**src/rtl/bqd_pkg.sv**
```systemverilog
`timescale 1ns / 1ps
// shared types and constants for the block dequantiser
// no dependencies

package bqd_pkg;

    localparam int LANES               = 4;
    localparam int DEF_MAX_BLOCK_BYTES = 210;

    localparam logic [3:0] FMT_Q4_0 = 4'd0;
    localparam logic [3:0] FMT_Q4_1 = 4'd1;
    localparam logic [3:0] FMT_Q5_0 = 4'd2;
    localparam logic [3:0] FMT_Q5_1 = 4'd3;
    localparam logic [3:0] FMT_Q8_0 = 4'd4;
    localparam logic [3:0] FMT_Q8_1 = 4'd5;
    localparam logic [3:0] FMT_Q2_K = 4'd6;
    localparam logic [3:0] FMT_Q6_K = 4'd7;
    localparam logic [3:0] FMT_F16  = 4'd8;

    localparam logic [31:0] F32_QNAN = 32'h7FC0_0000;
    localparam logic [31:0] F32_ONE  = 32'h3F80_0000;

    typedef struct packed {
        logic [7:0] byte_hi;
        logic [7:0] byte_lo;
    } bqd_in_t;

    typedef struct packed {
        logic [31:0] lane0;
        logic [31:0] lane1;
        logic [31:0] lane2;
        logic [31:0] lane3;
        logic [7:0]  element_index;
        logic [2:0]  lanes_valid;
        logic        last;
    } bqd_out_t;

    // operands for one lane: (a*b)[*c] [+ z1*z2]
    typedef struct packed {
        logic [31:0] a;
        logic [31:0] b;
        logic [31:0] c;
        logic [31:0] z1;
        logic [31:0] z2;
        logic        use_mul2;
        logic        use_add;
    } lane_op_t;

    typedef struct packed {
        logic [7:0] element_index;
        logic [2:0] lanes_valid;
        logic       last;
    } res_meta_t;

endpackage

```
**src/rtl/bqd_merge.sv**
```systemverilog
`timescale 1ns / 1ps
// merges lane results into one output request with an output register
// depends on bqd_pkg

module bqd_merge (
    input  logic                              aclk,
    input  logic                              aresetn,
    input  logic [bqd_pkg::LANES-1:0]         lane_done,
    input  logic [bqd_pkg::LANES-1:0][31:0]   lane_res,
    input  bqd_pkg::res_meta_t                meta,
    output logic                              out_free,
    output logic                              m_valid,
    input  logic                              m_ready,
    output bqd_pkg::bqd_out_t                 m_data
);
    import bqd_pkg::*;

    logic        valid_reg, valid_next;
    bqd_out_t    data_reg;
    logic [31:0] fixed [LANES];

    always_comb begin
        for (int i = 0; i < LANES; i++) begin
            if (3'(i) >= meta.lanes_valid) begin
                fixed[i] = 32'd0;
            end else if (lane_res[i][30:23] == 8'hFF && lane_res[i][22:0] != 23'd0) begin
                fixed[i] = F32_QNAN;
            end else begin
                fixed[i] = lane_res[i];
            end
        end
    end

    assign valid_next = (&lane_done) | (valid_reg & ~m_ready);

    always_ff @(posedge aclk) begin
        if (!aresetn) begin
            valid_reg <= 1'b0;
        end else begin
            valid_reg <= valid_next;
        end
    end

    always_ff @(posedge aclk) begin
        if (&lane_done) begin
            data_reg.lane0         <= fixed[0];
            data_reg.lane1         <= fixed[1];
            data_reg.lane2         <= fixed[2];
            data_reg.lane3         <= fixed[3];
            data_reg.element_index <= meta.element_index;
            data_reg.lanes_valid   <= meta.lanes_valid;
            data_reg.last          <= meta.last;
        end
    end

    assign out_free = ~valid_reg;
    assign m_valid  = valid_reg;
    assign m_data   = data_reg;

endmodule

```
**config.mk**
```make
export PLATFORM = sky130hd
export DESIGN_NAME = bqd_merge
export DESIGN_NICKNAME = d
export VERILOG_FILES = /design/src/rtl/bqd_pkg.sv /design/src/rtl/bqd_merge.sv
export SDC_FILE = /design/constraint.sdc
export NUM_CORES = 1
export LEC_CHECK = 0
export ABC_AREA = 1
export BUFFER_PORTS_ARGS = -buffer_cell sky130_fd_sc_hd__buf_2
export CAP_MARGIN = 10
export CORE_MARGIN = 8
export CORE_UTILIZATION = 49
export DETAILED_ROUTE_END_ITERATION = 16
export GPL_ROUTABILITY_DRIVEN = 0
export PLACE_DENSITY = 0.81
export SETUP_SLACK_MARGIN = 0.05
export SYNTH_ARGS = -nofsm -noshare
export SYNTH_HDL_FRONTEND = slang
export SYNTH_SLANG_ARGS = --single-unit
```
**constraint.sdc**
```tcl
create_clock -name aclk -period 10.17 [get_ports aclk]
set_clock_uncertainty 0.05 [all_clocks]
set_input_delay 0.5085 -clock aclk [delete_from_list [all_inputs] [get_ports aclk]]
set_output_delay 0.5085 -clock aclk [all_outputs]
set_load 0.02 [all_outputs]
```
After elaboration in Yosys (flattened, before gate mapping)
Index checks and enable logic that the tools add are counted.

Reduce and logical (&&, ||, !) cells: 13. Divide/modulo/power cells: 0. $add $sub $neg: 0. Magnitude comparators: 4. Muxes and demuxes: 4. Equality and inequality tests: 4. $mul: 0. Bitwise logic cells: 4. Shift-type cells: 0.

Operator list (count): two-way mux 31 bit (4); nonzero test 23 bit (4); equality test 8 bit, second input constant (4); OR reduction 2 bit (4); >= comparator 1 x 3 -> 1 bit, first input constant (2); >= comparator 2 x 3 -> 1 bit, first input constant (2); logical AND 1 bit (4); AND reduction 4 bit (1); inverter 1 bit (2); AND 1 bit (1); OR 1 bit (1).

Register bits: 141. Latch bits: 0. Memories: 0. Bits in read-only memories: 0. Output and inout bits: 142. Word-level logic and storage cells: 41. Input port bits: 147. RAM bits: 0.

Logic depth before layout (Yosys ltp)
Depth after elaboration: 3. Depth in mapped cells: 8. Depth with buffers taken out: 7.

Worst setup path before layout
OpenSTA, ideal clock, no wires.

Path kind: in2reg. Start point: input lane_done[2] (netlist name). End point: register data_reg (netlist bit m_data[0]), enable pin. Setup slack: 3.002 ns. Cell stages on the path: 2. Library setup time: 0.647 ns. Arrival time: 6.471 ns. Path through: nand2_1 nor2_1.

Cells in the longest elaborated chain, start to end: 1.

Ends and longest elaborated chain: start: declaration (RTL line bqd_merge.sv:8) `input logic [bqd_pkg::LANES-1:0] lane_done,`; AND reduction 4 bit (RTL line bqd_merge.sv:45) `if (&lane_done) begin`; end: declaration (RTL line bqd_merge.sv:19) `bqd_out_t data_reg;`.

No other way between the ends. A chain may end at the register's enable or synchronous reset.

Worst setup path after layout
Start point: input lane_done[0] (netlist name). End point: register data_reg (netlist bit m_data[74]), enable pin.

The elaborated chain is that of the path after synthesis.

==> metrics.md <==
| Metric | Value |
|---|---|
| Synth top area cells | `edfxtp_1 73%, nor2_1 12%, inv_1 8.5%` |
| Cell Int Power | `about 0.0011 W` |
| Critical Path RT | `between 10 and 15 ns` |
| FF-to-FF Start | `m_valid` |
| Hold Vio Cnt, Final | `0` |
| Number of global-route vias before repair | `4711` |
| Std-Cell Rows | `39` |
| First-pass GRT wire length | `about 24 mm` |
| Final WL | `between 15 and 20 mm` |
| Cell breakdown of the critical path | `buf_2 > nand2_1 > nor2_4 > buf_4 > buf_4` |
| CP Capture Type | `register` |
| Mean post-synth cell area | `around 11 um^2` |
| Hold path cells | `1` |
| Rel. slew slack | `0.264` |
| Most frequent CP cell | `buf_4` |
| GRT Total Usage | `0.191` |
| CP Class | `primary input to register` |
| Worst VDD drop | `0.122 mV` |
| Synth Area in Simple Gates | `0.164` |
| Outcome | `finished, final reports clean` |
| CTS buffer count | `17` |
| DIE WIDTH | `125 um` |
| Clk_lat worst skew | `0.40 ns` |
| Crit Reg-Reg Endpoint | `m_valid` |
| Top-count cell post-synth | `nor2_1` |
| Area delta synth->final | `37.9%` |
| Worst path arrival time | `2.34 ns` |
| RSZ-0062 raised after global routing | `no` |
| Setup TNS | `0 ns` |
| Hold buffer count at cts | `0` |
| EDFF count, synth | `140` |
| Hold path endpoint | `m_data[9]` |
| Filler cell count | `851` |
| Starting DRT DRC Count | `444` |
| Total gr overflow | `0` |
| Max-slew violation count | `0` |
| Post-DP Area | `approximately 0.0074 mm^2` |
| Largest family of logic cells by synthesized area | `simple AND/OR/NAND/NOR gates` |
| Root buf cell | `clkbuf_16` |
| Primary FF master, synth | `edfxtp_1` |
| Core box area | `0.0115 mm^2` |
| Number of max-cap violations | `0` |
| WHS | `0.230 ns` |
| Net Switching | `0.000303 W` |
| Post-CTS Setup Bufs | `0` |
| CTS sink cnt | `141` |
| Crit-path max cell delay | `a little under 0.9 ns` |
| Pin count of the biggest net entering global routing | `87` |
| Initial antenna violation count | `3` |
| Reg2Reg Depth | `3` |
| CP startpoint kind | `primary input` |
| H-tree depth | `4` |
| Post-synth top cells | `179 x nor2_1, 140 x edfxtp_1, 131 x inv_1` |
| CTS tree | `yes` |
| Yosys warns | `0` |
| Final period util | `0.234` |
| Synth unique cells | `18` |
| Part of the power in combinational logic | `0.088` |
| Post-synth top area share | `0.728` |
| Worst path slowest cell | `buf_4` |
| FF-to-FF setup slack | `9.44 ns` |
| Post-route minimum period | `2.38 ns` |
| Fin nets | `973` |
| Sequential area share after synthesis | `0.732` |
| Largest area contributor in the netlist | `edfxtp_1` |
| Synth Area in Adders | `0` |
| First-pass detailed-route iteration total | `5` |
| Beginning of the worst hold path | `meta[9]` |
| DIE HEIGHT | `125 um` |
| FF+latch count, synth | `~140` |
| Hold WC Path Type | `primary input to register` |
| Via density | `between 4 and 5` |
| Reg clk slew, reported paths | `0.06 ns` |
| Peak Freq | `0.421 GHz` |
| Post-Synth XOR/XNOR Area | `0` |
| Drt wl/cell | `15.3 um` |
| Io pins | `slightly below 300` |
| Max Buffers Root-to-Sink | `2` |
| Synth Area in Compound Gates | `0.00758` |
| Critical Path Fanout Max | `86` |
| Register share of total power | `0.470` |
| Vias | `4463` |
| Leak Pwr | `3.71 nW` |
| Syn Inst Count | `526` |
| Syn Std Cell Area | `0.00577 mm^2` |
| Async set-reset flop share out of synthesis | `0` |
| Sw frac | `0.214` |
| Multiplexer area fraction after synthesis | `0` |
| Post-CTS sizing | `0` |
| Worst-margin pin slew | `1.10 ns` |
| Finished Cell Area | `about 0.008 mm^2` |
| Clk pwr share | `0.442` |
| Initial core utilization | `0.504` |
| HPWL after DPL | `~12 mm` |
| Pwr dens | `178 mW/mm^2` |
| Syn nets | `673` |
| Final setup viols | `0` |
| Layout cells sized above 1 | `0.387` |
| Die area | `between 0.015 and 0.02 mm^2` |
| DRC Markers | `0` |
| I/O Buffers | `288` |
| Power Total | `0.00142 W` |
| Routed Antenna Nets | `0` |
-- flip-flops by register name (all words and copies together), names as in the netlist --
signal / flops
m_valid: 1
m_data: 140
-- through the flow --
step	worst slack (ns)	utilization	instances
after CTS	7.80	0.694	982
after detailed placement	7.38	0.641	950
after floorplan	3.00	-	526
final	7.79	0.694	983
after global placement	7.42	0.641	950
after global routing	7.65	0.694	983
-- power by group through the flow --
stage / sequential [W] / combinational (W) / clock (W)
6_report: 0.000666 / 0.000124 / 0.000627
3_3_place_gp: 0.000677 / 0.000122 / 0
4_1_cts: 0.000666 / 0.000126 / 0.000638
5_1_grt: 0.000667 / 0.000138 / 0.000666
2_1_floorplan: 0.000703 / 0.0000406 / 0
3_5_place_dp: 0.000678 / 0.000125 / 0
-- worst max-delay path, delay by kind of cell --
family	cells	cell delay (ns)
buffers and inverters	3	1.52
AND/OR/NAND/NOR	2	0.16
-- worst max-delay path by stage --
| stage | from | endpoint | cells after the start |
|---|---|---|---|
| 2_1_floorplan | lane_done[2] | m_data[0] | 2 |
| 4_1_cts | lane_done[0] | m_data[101] | 5 |
| 6_report | lane_done[0] | m_data[74] | 5 |
| 5_1_grt | lane_done[0] | m_data[49] | 5 |
| 3_3_place_gp | lane_done[0] | m_data[93] | 5 |
| 3_5_place_dp | lane_done[0] | m_data[47] | 5 |
-- cells in the final DEF, fill, tap and decap left out --
cell type / count
a21oi_1: 4
a21oi_4: 1
buf_2: 288
buf_4: 2
bufinv_16: 4
clkbuf_1: 1
clkbuf_16: 17
clkinv_1: 3
clkinv_2: 4
clkinv_4: 1
clkinvlp_4: 2
dfxtp_1: 1
diode_2: 1
edfxtp_1: 140
inv_1: 131
inv_2: 2
nand2_1: 44
nand2_4: 1
nand3_1: 4
nand3b_1: 1
nand4_1: 6
nor2_1: 178
nor2_4: 2
nor2_8: 1
o21a_1: 1
-- area by class of cell --
cell class,instances,area [um^2],area share
Antenna cell,1,2.50,0.000314
Clock buffer,18,429,0.0539
Clock inverter,14,175,0.0220
Inverter,133,499,0.0627
Multi-Input combinational cell,243,996,0.125
Sequential cell,141,4220,0.531
Tap cell,143,179,0.0225
Timing Repair Buffer,290,1460,0.183
-- layer usage --
layer  global-route usage  vias to the layer above  share of wire  wire length (um)
met5                    0                        -         0.0015                23
met4               0.0737                        4          0.021               321
met3               0.0855                       27           0.10              1520
met2                0.327                      205           0.50              7510
met1                0.202                     2007           0.38              5680
li1                     -                     2220              -                 -
-- cell families after synthesis --
family / after synthesis
buf+inv: 142
simple gates: 237
compound gates: 6
flops: 141
Power figures use the tool's default switching activity.
