## config.mk

```make
export PLATFORM = sky130hd
export DESIGN_NAME = bqd_store
export DESIGN_NICKNAME = d
export VERILOG_FILES = /design/src/rtl/bqd_store.sv
export SDC_FILE = /design/constraint.sdc
export NUM_CORES = 1
export LEC_CHECK = 0
export BUFFER_PORTS_ARGS = -buffer_cell sky130_fd_sc_hd__buf_2
export CORE_ASPECT_RATIO = 1.4
export CORE_MARGIN = 2
export CORE_UTILIZATION = 40
export CTS_BUF_LIST = sky130_fd_sc_hd__clkbuf_16
export DETAILED_ROUTE_END_ITERATION = 12
export SLEW_MARGIN = 20
export SYNTH_ARGS = -nofsm -noshare
export SYNTH_HDL_FRONTEND = slang
export SYNTH_SLANG_ARGS = --single-unit
```

## constraint.sdc

```tcl
create_clock -name aclk -period 2.2 [get_ports aclk]
set_clock_uncertainty 0.05 [all_clocks]
set_input_delay 0.11 -clock aclk [delete_from_list [all_inputs] [get_ports aclk]]
set_output_delay 0.11 -clock aclk [all_outputs]
set_load 0.02 [all_outputs]
```

## src/rtl/bqd_store.sv

```systemverilog
`timescale 1ns / 1ps
// block byte store, 16-bit words, one write and one registered read port
// no dependencies

module bqd_store #(
    parameter int MAX_BLOCK_BYTES = 210,
    parameter int AW              = $clog2(MAX_BLOCK_BYTES / 2)
) (
    input  logic          aclk,
    input  logic          wr_en,
    input  logic [AW-1:0] wr_addr,
    input  logic [15:0]   wr_data,
    input  logic          rd_en,
    input  logic [AW-1:0] rd_addr,
    output logic [15:0]   rd_data
);
    localparam int DEPTH = MAX_BLOCK_BYTES / 2;

    logic [15:0] mem [DEPTH];
    logic [15:0] rd_data_reg;

    always_ff @(posedge aclk) begin
        if (wr_en) begin
            mem[wr_addr] <= wr_data;
        end
        if (rd_en) begin
            rd_data_reg <= mem[rd_addr];
        end
    end

    assign rd_data = rd_data_reg;

endmodule

```

Yosys cells after proc, flatten, opt, wreduce, memory -nomap -nowiden
Memories as Yosys holds them, arrays and structs flattened. A register that Yosys moved wholly into a read port is not among the register bits.
Index checks and enable logic that the tools add are counted.

operators by class
  muxes and demuxes = 2

operator list
  operator          number
  2-to-1 mux 1 bit  2

storage, ports and cells
  output and inout port bits = 16
  memories kept = 1
  register bits after elaboration = 0
  RAM bits = 1680
  word-level logic and storage cells = 3
  input port bits = 33

memories
  name  depth  width  rd ports  clocked after Yosys merged registers in  wr ports  line  text
  mem   105    16     1         1                                        1         19    logic [15:0] mem [DEPTH];

Longest topological paths before layout
Gate-level depths: netlist (run 1).

  word-level depth = 2
  gate-level depth with buffers = 10
  depth with buffers taken out = 5

Worst setup path after synthesis (run 1)
No wires, ideal clock.

  path type = input port to flip-flop
  start = in wr_addr[5]
  end = mem mem[57][0] (enable)
  setup time = 0.409 ns
  arrival time = 1.881 ns
  stages on the path = 4
  path buffers = 0
  required time = 1.741 ns
  setup slack = -0.140 ns
  cell sequence = nor2b_1 -> nand4_1 -> or2_2 -> nor3_1

RTL lines
  element      line  text
  from (decl)  11    input logic [AW-1:0] wr_addr,
  to (decl)    19

No word-level cell before the write port.

==> flow_metrics.py, run 1 <==
metrics = {
    "synthesis": {
        "synth.yosys.warnings": 0,
        "yosys_register_bits": 1696,
        "ys_seq_area_share_pct": 77.64,
        "syn_area_per_cell_sq_um": 21.13,
        "synth_enable_flop_cells": 1696,
        "proportion_of_register_bits_with_asynchronous_set_or_reset_after_synthesis_pct": 0,
        "post_synth_inst_count": 3104,
        "post_synth_instance_area_sq_mm": 0.06559,
        "synth_top_cells_by_area": "sky130_fd_sc_hd__edfxtp_1, sky130_fd_sc_hd__mux4_2, sky130_fd_sc_hd__mux2i_1",
        "synth.most_common_cell": "sky130_fd_sc_hd__edfxtp_1",
        "most_numerous_cell_types_in_the_synthesized_netlist": "sky130_fd_sc_hd__edfxtp_1, sky130_fd_sc_hd__mux2i_1, sky130_fd_sc_hd__mux4_2, sky130_fd_sc_hd__nor2_1, sky130_fd_sc_hd__a22oi_1",
        "synth_top_area_share_pct": 77.64,
        "synth_cell_types": 40,
        "synthesis.nets": 3137,
        "synth_top_cell_by_area": "sky130_fd_sc_hd__edfxtp_1",
        "yosys_most_used_dff": "sky130_fd_sc_hd__edfxtp_1",
    },
    "clock_tree": {
        "cts_root_buf": "sky130_fd_sc_hd__clkbuf_16",
        "cts_tree": "built",
        "cts-root-to-sink-buffers": 3,
        "clk_latency_ns": 0.79,
        "clk_pin_slew_worst_paths_ns": 0.07,
        "htree_num_levels": 4,
        "cts-buffers-inserted": 154,
        "cts.sink_count": 1696,
        "cts_setup_buffers": 0,
    },
    "drt": {
        "route.detailed.vias_per_inst": 5.592,
        "route.final.wire_length_um": 172400,
        "avgRoutedWirePerCell_um": 29.25,
        "postRouteAntennaNets": 0,
        "drt-initial-drc-count": 3205,
        "num_vias": 32950,
        "drc_errors": 0,
        "drt_first_pass_iters": 7,
    },
    "timing": {
        "total_count_of_max_transition_violations_in_the_final_report": 0,
        "timing_worst_slew_pin_value_ns": 0.9525,
        "post-route-period-util_pct": 99.59,
        "rsz_0062_raised_after_global_routing": "yes",
        "final_period_minus_worst_setup_slack_ns": 2.191,
        "fmaxAchievable_mhz": 456.4,
        "finalSetupViolCount": 0,
        "slew-limit-headroom_pct": 36.50,
        "hold_violation_count_in_the_final_report": 0,
        "finalSetupTns_ns": 0,
        "hold-worst-slack_ns": 0.09147,
        "fin_ws_ns": 0.009043,
    },
    "setup_path": {
        "end_kind": "flip-flop",
        "timing_worst_setup_path_type": "reg2reg",
        "worst_ep_arrival_time_ns": 2.69,
        "worst-endpoint-required_ns": 2.69,
        "worst-path-max-fanout": 1,
        "worst_setup_path_start_kind": "flip-flop",
    },
    "global_route": {
        "pin_count_of_the_biggest_net_entering_global_routing": 106,
        "grt_pass1_wl_um": 246200,
        "grt_antenna_before_repair": 12,
        "grt_pass1_vias": 33470,
        "residual_overflow_from_global_routing": 0,
        "track_usage_pct": 20.56,
    },
    "floorplan": {
        "top_level_ports": 49,
        "chipHeight_um": 483.1,
        "core_region_area_sq_mm": 0.1627,
        "initial_utilization_pct": 40.32,
        "std_cell_rows": 175,
        "die-width_um": 346.2,
        "design.die.area_sq_mm": 0.1673,
    },
    "placed_design": {
        "dpl_cell_area_sq_mm": 0.07323,
        "gpl.final_weighted_congestion": 0.8651,
        "placedCellCount": 5604,
        "estimated_wirelength_of_the_detail_placed_design_um": 112900,
        "place.port_buffers": 48,
        "setup_slack_after_placement_ns": -0.6149,
    },
    "pwr": {
        "p_per_area_mw_per_mm2": 844.3,
        "total_power_mw": 66.62,
        "ir_worst_vdd_mv": 0.8698,
        "cellLeakagePower_nw": 26.03,
    },
    "finish": {
        "layout.filler_cells": 13140,
        "final_cell_count_no_fill": 5893,
        "largest_register_ff_count": 1680,
        "layout.core_utilization_pct": 48.50,
        "layout.area.seq_sq_mm": 0.05093,
        "multi_input_comb_area_sq_mm": 0.01418,
        "final_net_count": 3676,
        "synth_to_final_area_change_pct": 20.28,
        "layout.cell_area.non_filler_sq_mm": 0.07890,
        "fraction_of_final_layout_cells_sized_beyond_drive_strength_1_pct": 31.22,
    },
    "flow_run": {
        "maxCapViolations": 0,
    },
    "hold_path": {
        "min_path_type": "in2reg",
    },
    "outcome": {
        "outcome": "complete, no violations",
    },
}
==> kinds of logic (layout without fill, tap and decap cells) <==
group | after synthesis | after routing | share of synthesized area (%)
AO/OA/AOI/OAI | 350 | 350 | 3.832
buffers and inverters | 188 | 848 | 1.656
flip-flops | 1696 | 1696 | 77.64
multiplexers | 639 | 639 | 15.38
other | 0 | 5 | 0
AND/OR/NAND/NOR | 231 | 231 | 1.492
==> critical path: stages (launching register included) <==
cell and delay, ns:
sky130_fd_sc_hd__edfxtp_1 0.36, sky130_fd_sc_hd__mux4_2 0.48, sky130_fd_sc_hd__mux2_4 0.32, sky130_fd_sc_hd__o22ai_4 0.17, sky130_fd_sc_hd__buf_6 0.15, sky130_fd_sc_hd__a2111oi_4 0.05, sky130_fd_sc_hd__o311a_1 0.37
==> area by class of cell <==
class	instances	share of cell area, %
clock inverters	118	1.251
well taps	2124	3.368
clock buffers	159	5.043
inverters	2	0.009515
flip-flops and latches	1696	64.55
repair buffers	569	7.791
diodes	5	0.01586
multi-input cells	1220	17.97
==> layer usage <==
layer	wire [um]	global-route usage, %	part of all wire [%]
met2	89170	35.42	52
met1	67320	25.98	39
met5	48	0	0.028
met3	9079	3.169	5.3
met4	6769	8.322	3.9
==> cell usage in the layout, fill, tap and decap left out, types with 9 or more instances in the layout <==
| cell | synthesis | final |
|---|---|---|
| sky130_fd_sc_hd__edfxtp_1 | 1696 | 1696 |
| sky130_fd_sc_hd__buf_4 | 35 | 360 |
| sky130_fd_sc_hd__mux2i_1 | 300 | 300 |
| sky130_fd_sc_hd__mux4_2 | 290 | 290 |
| sky130_fd_sc_hd__clkbuf_16 | 0 | 159 |
| sky130_fd_sc_hd__buf_12 | 0 | 147 |
| sky130_fd_sc_hd__nor2_1 | 125 | 118 |
| sky130_fd_sc_hd__a22oi_1 | 110 | 110 |
| sky130_fd_sc_hd__nand2_1 | 63 | 63 |
| sky130_fd_sc_hd__a21oi_1 | 48 | 47 |
| sky130_fd_sc_hd__clkinv_1 | 0 | 38 |
| sky130_fd_sc_hd__a31oi_1 | 32 | 32 |
| sky130_fd_sc_hd__mux2_2 | 49 | 30 |
| sky130_fd_sc_hd__clkinv_2 | 0 | 28 |
| sky130_fd_sc_hd__buf_2 | 46 | 28 |
| sky130_fd_sc_hd__inv_1 | 2 | 25 |
| sky130_fd_sc_hd__dlygate4sd3_1 | 0 | 23 |
| sky130_fd_sc_hd__a221oi_2 | 1 | 21 |
| sky130_fd_sc_hd__o21ai_0 | 31 | 19 |
| sky130_fd_sc_hd__mux2_4 | 0 | 19 |
| sky130_fd_sc_hd__a21o_1 | 16 | 16 |
| sky130_fd_sc_hd__bufinv_16 | 0 | 16 |
| sky130_fd_sc_hd__o221ai_1 | 15 | 15 |
| sky130_fd_sc_hd__o311a_1 | 15 | 15 |
| sky130_fd_sc_hd__a311oi_1 | 15 | 14 |
| sky130_fd_sc_hd__nor2b_1 | 14 | 12 |
| sky130_fd_sc_hd__a221oi_1 | 32 | 9 |
| sky130_fd_sc_hd__buf_6 | 25 | 9 |
==> power breakdown <==
| group | internal, mW | switching [mW] | total, mW |
|---|---|---|---|
| Sequential | 35.7 | 0.0787 | 35.8 |
| Clock | 15.0 | 11.7 | 26.7 |
| Combinational | 1.70 | 2.45 | 4.15 |
==> final timing paths <==
path,slack (ns),startpoint,end,cells past startpoint
min reg2reg,1.01,mem[104][13],rd_data[13],4
max reg2reg,0.009,mem[90][6],rd_data[6],6
max,0.009,mem[90][6],rd_data[6],6
min,0.09,wr_addr[0],mem[59][2],5
==> repair_timing <==
| item | in CTS | in global routing |
|---|---|---|
| pin swaps | 22 | 22 |
| endpoints found under the setup margin | 15 | 32 |
| endpoints found under the hold margin | 1212 | 0 |
| gates cloned | 0 | 0 |
| resized for setup | 87 | 35 |
| hold buffers | 23 | 0 |
Note: power is estimated with default switching activity, not from simulation.
==> run 2: changes to the inputs <==
==> constraint.sdc (replaced) <==
create_clock -name aclk -period 2.2 [get_ports aclk]
set_clock_uncertainty 0.05 [all_clocks]
set_input_delay 0.44 -clock aclk [delete_from_list [all_inputs] [get_ports aclk]]
set_output_delay 0.44 -clock aclk [all_outputs]
set_load 0.02 [all_outputs]
==> flow_metrics.py, run 2 (synthesis results as in run 1) <==
metrics = {
    "timing": {
        "finalSetupTns_ns": -0.002117,
        "slew-limit-headroom_pct": 42.48,
        "finalSetupViolCount": 1,
        "fmaxAchievable_mhz": 454.1,
        "hold_violation_count_in_the_final_report": 0,
        "final_period_minus_worst_setup_slack_ns": 2.202,
        "hold-worst-slack_ns": 0.05973,
        "fin_ws_ns": -0.002117,
        "post-route-period-util_pct": 100.1,
        "rsz_0062_raised_after_global_routing": "yes",
        "total_count_of_max_transition_violations_in_the_final_report": 0,
        "timing_worst_slew_pin_value_ns": 0.8606,
    },
    "pwr": {
        "net-switching-power_mw": 14.09,
        "cellLeakagePower_nw": 25.93,
        "seq_power_share_pct": 54.2,
        "total_power_mw": 66.06,
        "share_comb_of_total_power_pct": 6.2,
        "internal-power_mw": 51.97,
        "p_per_area_mw_per_mm2": 837.7,
        "sw_frac_of_total_pct": 21.33,
        "power.share.clock_pct": 39.7,
        "ir_worst_vdd_mv": 0.6266,
    },
    "drt": {
        "drt-initial-drc-count": 3680,
        "num_vias": 32790,
        "drt_first_pass_iters": 5,
        "route.final.wire_length_um": 169800,
        "postRouteAntennaNets": 0,
        "avgRoutedWirePerCell_um": 28.97,
        "drc_errors": 0,
        "route.detailed.vias_per_inst": 5.596,
    },
    "global_route": {
        "grt_antenna_before_repair": 11,
        "grt_pass1_wl_um": 243000,
        "track_usage_pct": 20.26,
        "residual_overflow_from_global_routing": 0,
        "pin_count_of_the_biggest_net_entering_global_routing": 106,
        "grt_pass1_vias": 33560,
    },
    "clock_tree": {
        "cts-root-to-sink-buffers": 3,
        "cts_setup_buffers": 0,
        "clk_pin_slew_worst_paths_ns": 0.06,
        "cts-buffers-inserted": 157,
        "clk_latency_ns": 0.80,
        "cts.sink_count": 1696,
        "htree_num_levels": 4,
        "cts_tree": "built",
        "cts_root_buf": "sky130_fd_sc_hd__clkbuf_16",
    },
    "finish": {
        "mostFrequentLayoutCell": "sky130_fd_sc_hd__edfxtp_1",
        "layout.cell_area.non_filler_sq_mm": 0.07885,
        "layout.core_utilization_pct": 48.47,
        "final_cell_count_no_fill": 5860,
        "final_net_count": 3641,
        "largest_register_ff_count": 1680,
        "most-common-layout-cells": "sky130_fd_sc_hd__edfxtp_1, sky130_fd_sc_hd__buf_4, sky130_fd_sc_hd__mux2i_1",
        "synth_to_final_area_change_pct": 20.22,
        "fraction_of_final_layout_cells_sized_beyond_drive_strength_1_pct": 31.69,
    },
    "floorplan": {
        "chipHeight_um": 483.1,
        "initial_utilization_pct": 40.32,
        "die-width_um": 346.2,
        "design.die.area_sq_mm": 0.1673,
        "core_region_area_sq_mm": 0.1627,
        "top_level_ports": 49,
        "std_cell_rows": 175,
    },
    "setup_path": {
        "r2r-start": "mem[46][8]",
        "worst-r2r-setup-slack_ns": -0.002,
        "worst_ep_arrival_time_ns": 2.69,
        "worst-endpoint-required_ns": 2.69,
        "worst-path-max-fanout": 2,
        "worst_r2r_path_depth": 6,
        "timing_worst_setup_path_type": "reg2reg",
        "worst_setup_path_start_kind": "flip-flop",
        "reg_to_reg_critical_path_endpoint": "rd_data[8]",
        "end_kind": "flip-flop",
    },
    "placed_design": {
        "setup_slack_after_placement_ns": -1.125,
        "placedCellCount": 5579,
        "gpl.final_weighted_congestion": 0.8853,
        "dpl_cell_area_sq_mm": 0.07341,
        "estimated_wirelength_of_the_detail_placed_design_um": 110800,
        "place.port_buffers": 48,
    },
    "hold_path": {
        "min_path_type": "in2reg",
        "worstHoldEndpoint": "mem[90][2]",
        "worstHoldPathCells": 1,
        "critical_hold_path_startpoint": "wr_data[2]",
    },
    "outcome": {
        "violations_in_the_final_reports": "negative setup slack",
        "outcome": "finished with violations",
    },
    "flow_run": {
        "maxCapViolations": 0,
    },
}
-- run 2: power groups by stage --
stage / registers (mW) / clock network, mW / logic (mW)
floorplan: 36.5 / 0 / 1.85
global placement: 36.5 / 0 / 3.94
detailed placement: 36.5 / 0 / 3.98
CTS: 35.8 / 26.7 / 4.08
global route: 35.8 / 27.8 / 4.28
finish: 35.8 / 26.2 / 4.08
-- run 2: how the worst max path moves through the flow --
stage | from | end
after floorplan | wr_addr[1] | mem[91][0]
after global placement | rd_addr[2] | rd_data[8]
after detailed placement | rd_addr[2] | rd_data[8]
after CTS | mem[90][7] | rd_data[7]
after global routing | mem[94][15] | rd_data[15]
final | mem[46][8] | rd_data[8]
-- run 2: per-layer routing --
| metal | share of wire [%] | vias up | global-route usage (%) |
|---|---|---|---|
| li1 | - | 13990 | - |
| met1 | 39 | 17610 | 25.33 |
| met2 | 52 | 945 | 35.25 |
| met3 | 5.6 | 236 | 3.681 |
| met4 | 3.8 | 6 | 7.158 |
| met5 | 0.021 | - | 0 |
-- run 2: layout make-up --
class | instances | area (sq um)
Antenna cell | 6 | 15.01
Tap cell | 2124 | 2658
Clock buffer | 162 | 4054
Inverter | 2 | 7.507
Sequential cell | 1696 | 50930
Timing Repair Buffer | 531 | 6032
Clock inverter | 119 | 848.3
Fill cell | 13180 | 83830
Multi-Input combinational cell | 1220 | 14310
-- run 2: worst max-delay path: stages (launching register included) --
cell and delay (ns):
sky130_fd_sc_hd__edfxtp_1 0.38, sky130_fd_sc_hd__mux4_2 0.48, sky130_fd_sc_hd__mux2_4 0.33, sky130_fd_sc_hd__a221oi_4 0.35, sky130_fd_sc_hd__buf_4 0.18, sky130_fd_sc_hd__a311oi_2 0.04
sky130_fd_sc_hd__o311a_1 0.14
-- run 2: timing repair --
action	4_1_cts	5_1_grt
hold buffers	5	0
endpoints found under the setup margin	16	15
resized for setup	75	31
endpoints found under the hold margin	26	0
gates cloned	0	1
pin swaps	8	8
